`config.mk`:
```
export PLATFORM = sky130hd
export DESIGN_NAME = selection_sort_engine_unit
export DESIGN_NICKNAME = d
export VERILOG_FILES = /design/src/design/sse_pkg.sv /design/src/design/sse_ram.sv /design/src/design/selection_sort_engine_unit.sv
export SDC_FILE = /design/constraint.sdc
export NUM_CORES = 1
export LEC_CHECK = 0
export BUFFER_PORTS_ARGS = -buffer_cell sky130_fd_sc_hd__buf_2
export CAP_MARGIN = 15
export CORE_MARGIN = 8
export CORE_UTILIZATION = 44
export CTS_CLUSTER_DIAMETER = 40
export DETAILED_ROUTE_END_ITERATION = 6
export SKIP_CTS_REPAIR_TIMING = 1
export SYNTH_ARGS = -nofsm -noshare
export SYNTH_HDL_FRONTEND = slang
export SYNTH_SLANG_ARGS = --single-unit
```
`constraint.sdc`:
```
create_clock -name clk -period 13.5 [get_ports clk]
set_input_delay 0 -clock clk [delete_from_list [all_inputs] [get_ports clk]]
set_output_delay 0 -clock clk [all_outputs]
set_load 0.01 [all_outputs]
```
`src/design/sse_pkg.sv`:
```
// Shared constants and the sequencer state type of the selection sort engine.
`timescale 1ns / 1ps

package sse_pkg;

	localparam int CAPACITY_DEF = 16;
	localparam int DATA_W       = 32;

	typedef enum logic [2:0] {
		ST_COLLECT,
		ST_SCAN,
		ST_DRAIN,
		ST_SWAP_A,
		ST_SWAP_B,
		ST_ADVANCE,
		ST_EMIT_RD,
		ST_EMIT_LD
	} sse_state_t;

endpackage

```
`src/design/sse_ram.sv`:
```
// Generic single-write, single-read RAM with a registered read port.
`timescale 1ns / 1ps

module sse_ram #(
	parameter int WIDTH = 32,
	parameter int DEPTH = 16
) (
	input  logic                     clk,
	input  logic                     we,
	input  logic [$clog2(DEPTH)-1:0] waddr,
	input  logic [WIDTH-1:0]         wdata,
	input  logic [$clog2(DEPTH)-1:0] raddr,
	output logic [WIDTH-1:0]         rdata
);

	logic [WIDTH-1:0] mem_q [DEPTH];
	logic [WIDTH-1:0] rdata_q;

	always_ff @(posedge clk) begin
		if (we) begin
			mem_q[waddr] <= wdata;
		end
		rdata_q <= mem_q[raddr];
	end

	assign rdata = rdata_q;

endmodule

```
`src/design/selection_sort_engine_unit.sv`:
```
// Top level of the selection sort engine: collects a run, sorts it in place, streams it out.
`timescale 1ns / 1ps

// Channel  Direction  Signals                        Payload
// -------  ---------  -----------------------------  ------------------------------------------
// s        in         s_tvalid s_tready s_tdata      tdata[31:0] value (signed)
//                     s_tlast                        tlast = is_final
// m        out        m_tvalid m_tready m_tdata      tdata[31:0] sorted_value (signed)
//                     m_tlast m_tuser                tlast = end_of_run, tuser[0] = overflowed
//
// While a run is collected, the block takes one request per cycle and writes it into the
// element RAM. The request marked last starts the sort: for each position a single signed
// comparator scans the remainder through the RAM read port, one element per cycle, and the
// minimum found is swapped into that position. Each sorted element is then read from the
// RAM, loaded into the output register and held there until m_tready takes it.
// The block takes no input request from the last request of a run until the last result has
// been taken. Reset (arst_n, async, active low) empties the run and clears the overflow mark;
// the RAM itself is never cleared, since only written entries are read.

module selection_sort_engine_unit
	import sse_pkg::*;
#(
	parameter int CAPACITY = CAPACITY_DEF
) (
	input  logic              clk,
	input  logic              arst_n,
	input  logic              s_tvalid,
	output logic              s_tready,
	input  logic [DATA_W-1:0] s_tdata,  // [31:0] value
	input  logic              s_tlast,
	output logic              m_tvalid,
	input  logic              m_tready,
	output logic [DATA_W-1:0] m_tdata,  // [31:0] sorted_value
	output logic              m_tlast,
	output logic [0:0]        m_tuser   // [0] overflowed
);

	localparam int IW = (CAPACITY > 1) ? $clog2(CAPACITY) : 1;
	localparam int CW = $clog2(CAPACITY + 1);

	sse_state_t state_q, state_nxt;

	logic [CW-1:0]     cnt_q;      // number of stored elements
	logic              ovf_q;      // an element of this run was dropped
	logic [IW-1:0]     pos_q;      // position being filled by the sort
	logic [IW-1:0]     probe_q;    // next RAM address to read (scan or emit)
	logic [IW-1:0]     best_idx_q;
	logic [DATA_W-1:0] best_val_q;
	logic [DATA_W-1:0] pos_val_q;  // value that sat at pos_q before the swap
	logic              rd_vld_s1;
	logic [IW-1:0]     rd_idx_s1;

	logic              out_vld_q;
	logic [DATA_W-1:0] out_data_q;
	logic              out_last_q;
	logic              out_ovf_q;

	logic              ram_we;
	logic [IW-1:0]     ram_waddr;
	logic [DATA_W-1:0] ram_wdata;
	logic [IW-1:0]     ram_raddr;
	logic [DATA_W-1:0] ram_rdata;

	logic              in_acc;
	logic              room;
	logic [CW-1:0]     cnt_after;
	logic              scan_end;
	logic              more_pos;
	logic              emit_last;

	sse_ram #(
		.WIDTH(DATA_W),
		.DEPTH(CAPACITY)
	) u_store (
		.clk  (clk),
		.we   (ram_we),
		.waddr(ram_waddr),
		.wdata(ram_wdata),
		.raddr(ram_raddr),
		.rdata(ram_rdata)
	);

	assign in_acc    = s_tvalid && s_tready;
	assign room      = (cnt_q < CW'(CAPACITY));
	assign cnt_after = room ? (cnt_q + CW'(1)) : cnt_q;
	// The scan ends once the last stored element has been addressed.
	assign scan_end  = ({1'b0, probe_q} == (IW + 1)'(cnt_q - CW'(1)));
	// Another position needs a scan when at least two elements remain behind it.
	assign more_pos  = ((CW + 1)'(pos_q) + (CW + 1)'(2) < (CW + 1)'(cnt_q));
	assign emit_last = ((CW + 1)'(probe_q) + (CW + 1)'(1) == (CW + 1)'(cnt_q));

	// Next-state logic.
	always_comb begin
		state_nxt = state_q;
		unique case (state_q)
			ST_COLLECT: begin
				if (in_acc && s_tlast) begin
					if (cnt_after > CW'(1)) begin
						state_nxt = ST_SCAN;
					end else if (cnt_after == CW'(1)) begin
						state_nxt = ST_EMIT_RD;
					end
				end
			end
			ST_SCAN: begin
				if (scan_end) begin
					state_nxt = ST_DRAIN;
				end
			end
			ST_DRAIN: begin
				state_nxt = ST_SWAP_A;
			end
			ST_SWAP_A: begin
				state_nxt = (best_idx_q != pos_q) ? ST_SWAP_B : ST_ADVANCE;
			end
			ST_SWAP_B: begin
				state_nxt = ST_ADVANCE;
			end
			ST_ADVANCE: begin
				state_nxt = more_pos ? ST_SCAN : ST_EMIT_RD;
			end
			ST_EMIT_RD: begin
				state_nxt = ST_EMIT_LD;
			end
			ST_EMIT_LD: begin
				if (out_vld_q && m_tready) begin
					state_nxt = out_last_q ? ST_COLLECT : ST_EMIT_RD;
				end
			end
			default: begin
				state_nxt = ST_COLLECT;
			end
		endcase
	end

	// RAM port and handshake control.
	always_comb begin
		s_tready  = 1'b0;
		ram_we    = 1'b0;
		ram_waddr = cnt_q[IW-1:0];
		ram_wdata = s_tdata;
		ram_raddr = probe_q;
		unique case (state_q)
			ST_COLLECT: begin
				s_tready = 1'b1;
				ram_we   = s_tvalid && room;
			end
			ST_SWAP_A: begin
				ram_we    = (best_idx_q != pos_q);
				ram_waddr = pos_q;
				ram_wdata = best_val_q;
			end
			ST_SWAP_B: begin
				ram_we    = 1'b1;
				ram_waddr = best_idx_q;
				ram_wdata = pos_val_q;
			end
			default: begin
			end
		endcase
	end

	always_ff @(posedge clk or negedge arst_n) begin
		if (!arst_n) begin
			state_q   <= ST_COLLECT;
			cnt_q     <= '0;
			ovf_q     <= 1'b0;
			pos_q     <= '0;
			probe_q   <= '0;
			rd_vld_s1 <= 1'b0;
			out_vld_q <= 1'b0;
		end else begin
			state_q   <= state_nxt;
			rd_vld_s1 <= (state_q == ST_SCAN);
			case (state_q)
				ST_COLLECT: begin
					pos_q   <= '0;
					probe_q <= '0;
					if (in_acc) begin
						cnt_q <= cnt_after;
						if (!room) begin
							ovf_q <= 1'b1;
						end
					end
				end
				ST_SCAN: begin
					if (!scan_end) begin
						probe_q <= probe_q + IW'(1);
					end
				end
				ST_ADVANCE: begin
					if (more_pos) begin
						pos_q   <= pos_q + IW'(1);
						probe_q <= pos_q + IW'(1);
					end else begin
						probe_q <= '0;
					end
				end
				ST_EMIT_LD: begin
					// The first cycle here loads the read data; the result is offered after that.
					if (!out_vld_q) begin
						out_vld_q <= 1'b1;
					end else if (m_tready) begin
						out_vld_q <= 1'b0;
						if (out_last_q) begin
							cnt_q   <= '0;
							ovf_q   <= 1'b0;
							probe_q <= '0;
						end else begin
							probe_q <= probe_q + IW'(1);
						end
					end
				end
				default: begin
				end
			endcase
		end
	end

	// Shared comparator: the first element read at a position seeds the minimum, later ones
	// replace it only when strictly smaller, so the first minimum wins.
	always_ff @(posedge clk) begin
		rd_idx_s1 <= probe_q;
		if (rd_vld_s1) begin
			if (rd_idx_s1 == pos_q) begin
				best_val_q <= ram_rdata;
				best_idx_q <= rd_idx_s1;
				pos_val_q  <= ram_rdata;
			end else if ($signed(best_val_q) > $signed(ram_rdata)) begin
				best_val_q <= ram_rdata;
				best_idx_q <= rd_idx_s1;
			end
		end
		if ((state_q == ST_EMIT_LD) && !out_vld_q) begin
			out_data_q <= ram_rdata;
			out_last_q <= emit_last;
			out_ovf_q  <= ovf_q;
		end
	end

	assign m_tvalid = out_vld_q;
	assign m_tdata  = out_data_q;
	assign m_tlast  = out_last_q;
	assign m_tuser  = out_ovf_q;

endmodule

```
==> metrics.txt, run 1 <==
register-to-register setup slack=about 9.4 ns; Hold Path Stages=3; largest net degree at the start of global routing=65; critical path data required time=about 14 ns; Hold Crit Endpoint=u_store.mem_q[13][22]; relative max-transition margin=28.9%; CTS tree=yes; period utilisation layout=30.3%; ys async rst share=2.84%; leak pwr=about 11 nW; DR vias=14418; Layout Nets=1732; Syn Inst Count=1531; grt ovf=0; area leader, netlist=edfxtp_1; worst-case clock buffer depth=3; row count=90; fraction of layout cells with a size suffix above 1=20.4%; Die Span X=261 um; Final Hold Vio Count=0; final WL=about 65 mm; Starting Density=44.1%; setup TNS=0 ns; Worst-Skew Late Latency=0.62 ns; synthesized area per cell=17.3 um^2; die footprint=slightly below 70000 um^2; most frequent cell after synthesis=edfxtp_1; Pre-Repair DR Iteration Count=5; top_reg_cell synth=edfxtp_1; Synth Register Bits=669; Setup CP Type=reg2reg; drt wl/cell=25.9 um; CP Launch Type=register; DP HPWL=37.5 mm; Post-Syn Area=26400 um^2; antenna violations before repair=0; H-tree Lvls=3; first-pass GRT wire length=95.9 mm; Clk pin slew, worst setup/hold paths=0.06 ns; RSZ-0062 raised after global routing=no; synth top area cells=edfxtp_1 70%, mux4_2 5.5%, mux2i_1 4.9%, dfxtp_1 2.7%, a221oi_1 2.1%; Post-DRT Antenna Nets=0; IO buf count=72; sequential cell area fraction in the yosys report=roughly 74%; DR vias/cell=5.74; Peak VDD IR=0.000103 V; Max Clk Rate=0.244 GHz; area added between synthesis and finish=17.1%; placeable core area=59900 um^2; Worst Setup End Kind=register; Initial DRC Count=1033; gpl congestion=0.810; CP Max Fanout=24; clk root buf=clkbuf_16; gr usage total=about a fifth; height of the die=approximately 260 um; DRC=0; CTS sink cnt=669; post-layout util=51.7%; ant diodes=0; Netlist cell types=63; Max Cap Violations=0; status=finished clean; Hold Path Origin=s_tdata[22]; Num CTS Buffers=88; worst reg2reg path depth=9; Worst EP arrival=approximately 4.4 ns; Worst Hold Class=in2reg; Ys Warns=0; worst clock skew=0.0184 ns; Worst Tran Pin Value=1.07 ns; pwr dens=235 nW/um^2; RR Endpoint=best_val_q[6]; vias in the first global route=between 10000 and 15000; list of most frequent post-synthesis cells=614 x edfxtp_1, 132 x nand2_1, 129 x mux2i_1; Final Slew Violations=0; Final setup viols=0; final worst path period need=4.10 ns; area fraction of the dominant cell type after synthesis=69.7%; EDFF count, synth=614; I/O pin count=73; Post-Syn Nets=1609; worst r2r src=u_store.rdata[15]
[state kept, by name (all words and copies together), names as in the netlist]
register,cells
u_store.rdata,32
best_idx_q,4
pos_q,4
m_tuser,1
rd_vld_s1,1
cnt_q,5
ovf_q,1
state_q,3
probe_q,4
rd_idx_s1,4
pos_val_q,32
m_tlast,1
u_store.mem_q,512
best_val_q,32
m_tdata,32
m_tvalid,1
[cells by family after synthesis]
group,synth area share (%)
compound gates,7.08
xor+xnor,0.662
fa+ha+maj,1.94
buf+inv,2.03
flops,74.2
mux,10.3
simple gates,3.71
[metrics by stage]
step	area, um^2	hold slack [ns]	power [mW]	setup WS (ns)	instances
global placement	27800	-0.0198	4.91	9.39	2337
CTS	30900	-0.668	7.32	9.34	2505
detailed placement	27900	-0.00406	4.95	9.36	2340
finish	31000	0.0744	7.26	9.40	2511
floorplan	26400	-0.296	4.27	7.92	1531
global route	31000	0.138	7.57	9.27	2511
[per-layer routing]
metal / up-vias / share of wire (%) / GRT usage (%)
met5: - / 0 / 0
met4: 0 / 2.3 / 5.93
met3: 97 / 5.8 / 3.55
met2: 444 / 48 / 30.6
met1: 7499 / 44 / 26.2
li1: 6378 / - / -
[critical path, stage by stage, from the launching register on]
cell      delay, ns
dfxtp_1        0.46
inv_1          0.08
ha_1           0.33
nand4_1        0.19
nor4_1         0.85
a21boi_0       0.40
o41ai_1        0.19
a31o_2         0.26
o21bai_4       0.43
buf_4          0.49
[layout by cell type (no fill, tap or decap), types with 11 or more instances in the layout]
| cell | count |
|---|---|
| mux2i_1 | 129 |
| mux4_2 | 64 |
| a22oi_1 | 64 |
| clkinvlp_4 | 11 |
| buf_2 | 72 |
| clkbuf_1 | 11 |
| nor2_4 | 19 |
| ha_1 | 41 |
| a221oi_1 | 64 |
| xor2_1 | 11 |
| inv_1 | 46 |
| dfxtp_1 | 36 |
| o21ai_0 | 48 |
| nand2_1 | 132 |
| nor2_1 | 17 |
| clkbuf_16 | 93 |
| dfrtp_1 | 16 |
| nand3_1 | 12 |
| edfxtp_1 | 614 |
| a21oi_1 | 27 |
| buf_4 | 28 |
[area by class of cell]
cell class / count / area [um^2]
Sequential cell: 669 / 19600
Clock inverter: 55 / 579
Timing Repair Buffer: 109 / 708
Multi-Input combinational cell: 739 / 6440
Fill cell: 4848 / 28900
Clock buffer: 110 / 2450
Tap cell: 782 / 978
Inverter: 47 / 176
[how the worst max path moves through the flow]
stage / start / endpoint / slack (ns) / depth (start not counted)
5_1_grt: u_store.rdata[15] / best_val_q[0] / 9.27 / 9
3_5_place_dp: u_store.rdata[15] / best_val_q[0] / 9.36 / 9
3_3_place_gp: u_store.rdata[15] / best_val_q[0] / 9.39 / 9
2_1_floorplan: pos_q[2] / best_idx_q[0] / 7.92 / 4
4_1_cts: u_store.rdata[15] / best_val_q[6] / 9.34 / 9
6_report: u_store.rdata[15] / best_val_q[6] / 9.40 / 9
[power by group]
group / switching [mW] / internal (mW)
combinational: 1.14 / 0.543
sequential: 0.249 / 2.98
clock: 0.912 / 1.44
total: 2.30 / 4.97
Note: power is estimated with default switching activity, not from simulation.
==> inputs of run 2 (changes only) <==
--- a/config.mk
+++ b/config.mk
@@ -5,6 +5,7 @@
 export SDC_FILE = /design/constraint.sdc
 export NUM_CORES = 1
 export LEC_CHECK = 0
+export ABC_AREA = 1
 export BUFFER_PORTS_ARGS = -buffer_cell sky130_fd_sc_hd__buf_2
 export CAP_MARGIN = 15
 export CORE_MARGIN = 8
==> constraint.sdc (replaced) <==
create_clock -name clk -period 3.7 [get_ports clk]
set_input_delay 0 -clock clk [delete_from_list [all_inputs] [get_ports clk]]
set_output_delay 0 -clock clk [all_outputs]
set_load 0.01 [all_outputs]
==> metrics.txt, run 2 <==
worst clock skew=between 0.015 and 0.02 ns; Die Span X=262 um; first-pass GRT wire length=106 mm; gpl congestion=0.850; Initial DRC Count=between 1500 and 2000; clk root buf=clkbuf_16; sequential cell area fraction in the yosys report=approximately three quarters; Setup CP Type=reg2reg; Top Family by Delay on Critical Path=simple AND/OR/NAND/NOR gates; most common cell after layout, fill and taps aside=edfxtp_1; Worst-Skew Late Latency=0.63 ns; CTS sink cnt=669; Num CTS Buffers=86; I/O pin count=73; ys async rst share=2.84%; CP Launch Type=register; max reg flops=512; Worst Setup End Kind=register; list of most frequent post-synthesis cells=614 x edfxtp_1, 416 x nand2_1, 188 x o21ai_0; Starting Density=44.3%; Layout Cells excl Fill=3040; antenna violations before repair=0; drt wl/cell=23.0 um; height of the die=between 200 and 300 um; EDFF count, synth=roughly 600; status=finished clean; Post-Syn Nets=between 2000 and 2500; gr usage total=20.4%; CP Max Fanout=18; Clk pin slew, worst setup/hold paths=~0.060 ns; most frequent cells in the layout=614 x edfxtp_1, 413 x nand2_1, 188 x o21ai_0; Final setup viols=0; Pre-Repair DR Iteration Count=7; area fraction of the dominant cell type after synthesis=69.2%; area leader, netlist=edfxtp_1; slowest stage delay, CP=0.62 ns; Buf+Inv Stages, Crit Path=2; H-tree Lvls=3; Max Cap Violations=0; Final Slew Violations=0; crit path max-delay cell type=inv_1; Post-DRT Antenna Nets=0; Design Area, Final=around 31000 um^2; largest net degree at the start of global routing=175; final WL=70.0 mm; DRC=0; critical path data required time=4.01 ns; IO buf count=72; synth top area cells=edfxtp_1 69%, nand2_1 5.9%, o21ai_0 3.5%, dfxtp_1 2.7%, nor2_1 2.4%; worst setup margin=0.848 ns; leak pwr=11.3 nW; DR vias=17120; vias in the first global route=16949; Setup WS pre-CTS=0.880 ns; Max Clk Rate=~0.35 GHz; placed cell area=28200 um^2; Final Hold Vio Count=0; total power=26.9 mW; dpl cells=2875; most frequent cell after synthesis=edfxtp_1; worst-case clock buffer depth=3; Post-Syn Area=roughly 27000 um^2; setup TNS=0 ns; DP HPWL=approximately 42 mm; row count=90; die footprint=68700 um^2; Worst Tran Pin Value=1.14 ns; cell breakdown of the critical path=nor2_2, nand2_2, inv_1, buf_4, nand2_1, nand3_1; ant diodes=0; Worst Hold Class=in2reg; grt ovf=0; CTS tree=yes; top_reg_cell synth=edfxtp_1; area added between synthesis and finish=17.6%; Synth Register Bits=between 600 and 700; period utilisation layout=~77%; RSZ-0062 raised after global routing=no; DR vias/cell=5.63; Peak VDD IR=0.000641 V; relative max-transition margin=24.0%; pwr dens=859 nW/um^2; Layout Nets=2264; Syn Inst Count=2079; Worst EP arrival=3.16 ns; Netlist cell types=47; final worst path period need=approximately 2.9 ns; most flop-heavy register=u_store.mem_q; placeable core area=60100 um^2; synthesized area per cell=12.8 um^2; Ys Warns=0; fraction of layout cells with a size suffix above 1=14.4%
==> run 2: cell types whose count changed after synthesis, moves of 70 or more <==
cell	before	now
o21ai_0	48	188
mux2i_1	129	0
a21oi_1	27	97
nand2_1	132	416
nand3_1	12	102
nor2_1	34	169
==> run 2: path summary, 6_finish.rpt <==
check                                   from              endpoint  slack (ns)  cells past startpoint
worst max register to register    state_q[0]  u_store.mem_q[11][3]        0.85                      6
worst max-delay path              state_q[0]  u_store.mem_q[11][3]        0.85                      6
max in group asynchronous             arst_n            probe_q[0]        2.42                      3
min in group asynchronous             arst_n              pos_q[3]        0.60                      3
worst min register to register  rd_idx_s1[0]         best_idx_q[0]        0.47                      0
worst min-delay path              s_tdata[0]   u_store.mem_q[4][0]        0.01                      4
==> run 2: final cells by class <==
type,count,area [um^2]
Clock inverter,57,757
Tap cell,782,978
Multi-Input combinational cell,1212,6340
Fill cell,4988,28800
Timing Repair Buffer,128,931
Clock buffer,103,2330
Inverter,89,340
Sequential cell,669,19600
==> run 2: kinds of logic after synthesis <==
group           count (synthesis)  share of synthesized area (%)
compound gates                414                           9.23
flops                         669                           73.7
simple gates                  740                           11.6
buf+inv                       198                           2.99
xor+xnor                       17                          0.559
fa+ha+maj                      41                           1.93
==> run 2: metrics by stage <==
step	hold slack, ns	utilization [%]
global placement	-0.0315	46.9
floorplan	-0.296	-
detailed placement	-0.0209	46.9
finish	0.0148	52.1
CTS	-0.687	52.0
global route	0.0610	52.1
==> run 2: worst reg2reg max path, cell delays in order (launching register included) <==
cell,delay (ns)
dfrtp_1,0.49
nor2_2,0.15
nand2_2,0.22
inv_1,0.62
buf_4,0.36
nand2_1,0.08
nand3_1,0.60
==> run 2: power by group <==
part / internal (mW) / switching, mW
Combinational: 1.66 / 4.94
Clock: 5.45 / 3.37
Sequential: 10.8 / 0.734
Total: 17.9 / 9.05
==> run 2: metal layers <==
layer | share of wire [%] | up-vias | routed length (um) | track usage (%)
li1 | - | 7794 | - | -
met1 | 43 | 8553 | 30100 | 28.2
met2 | 47 | 673 | 32700 | 32.6
met3 | 8.2 | 100 | 5720 | 4.03
met4 | 2.2 | 0 | 1510 | 6.59
met5 | 0 | - | 0 | 0
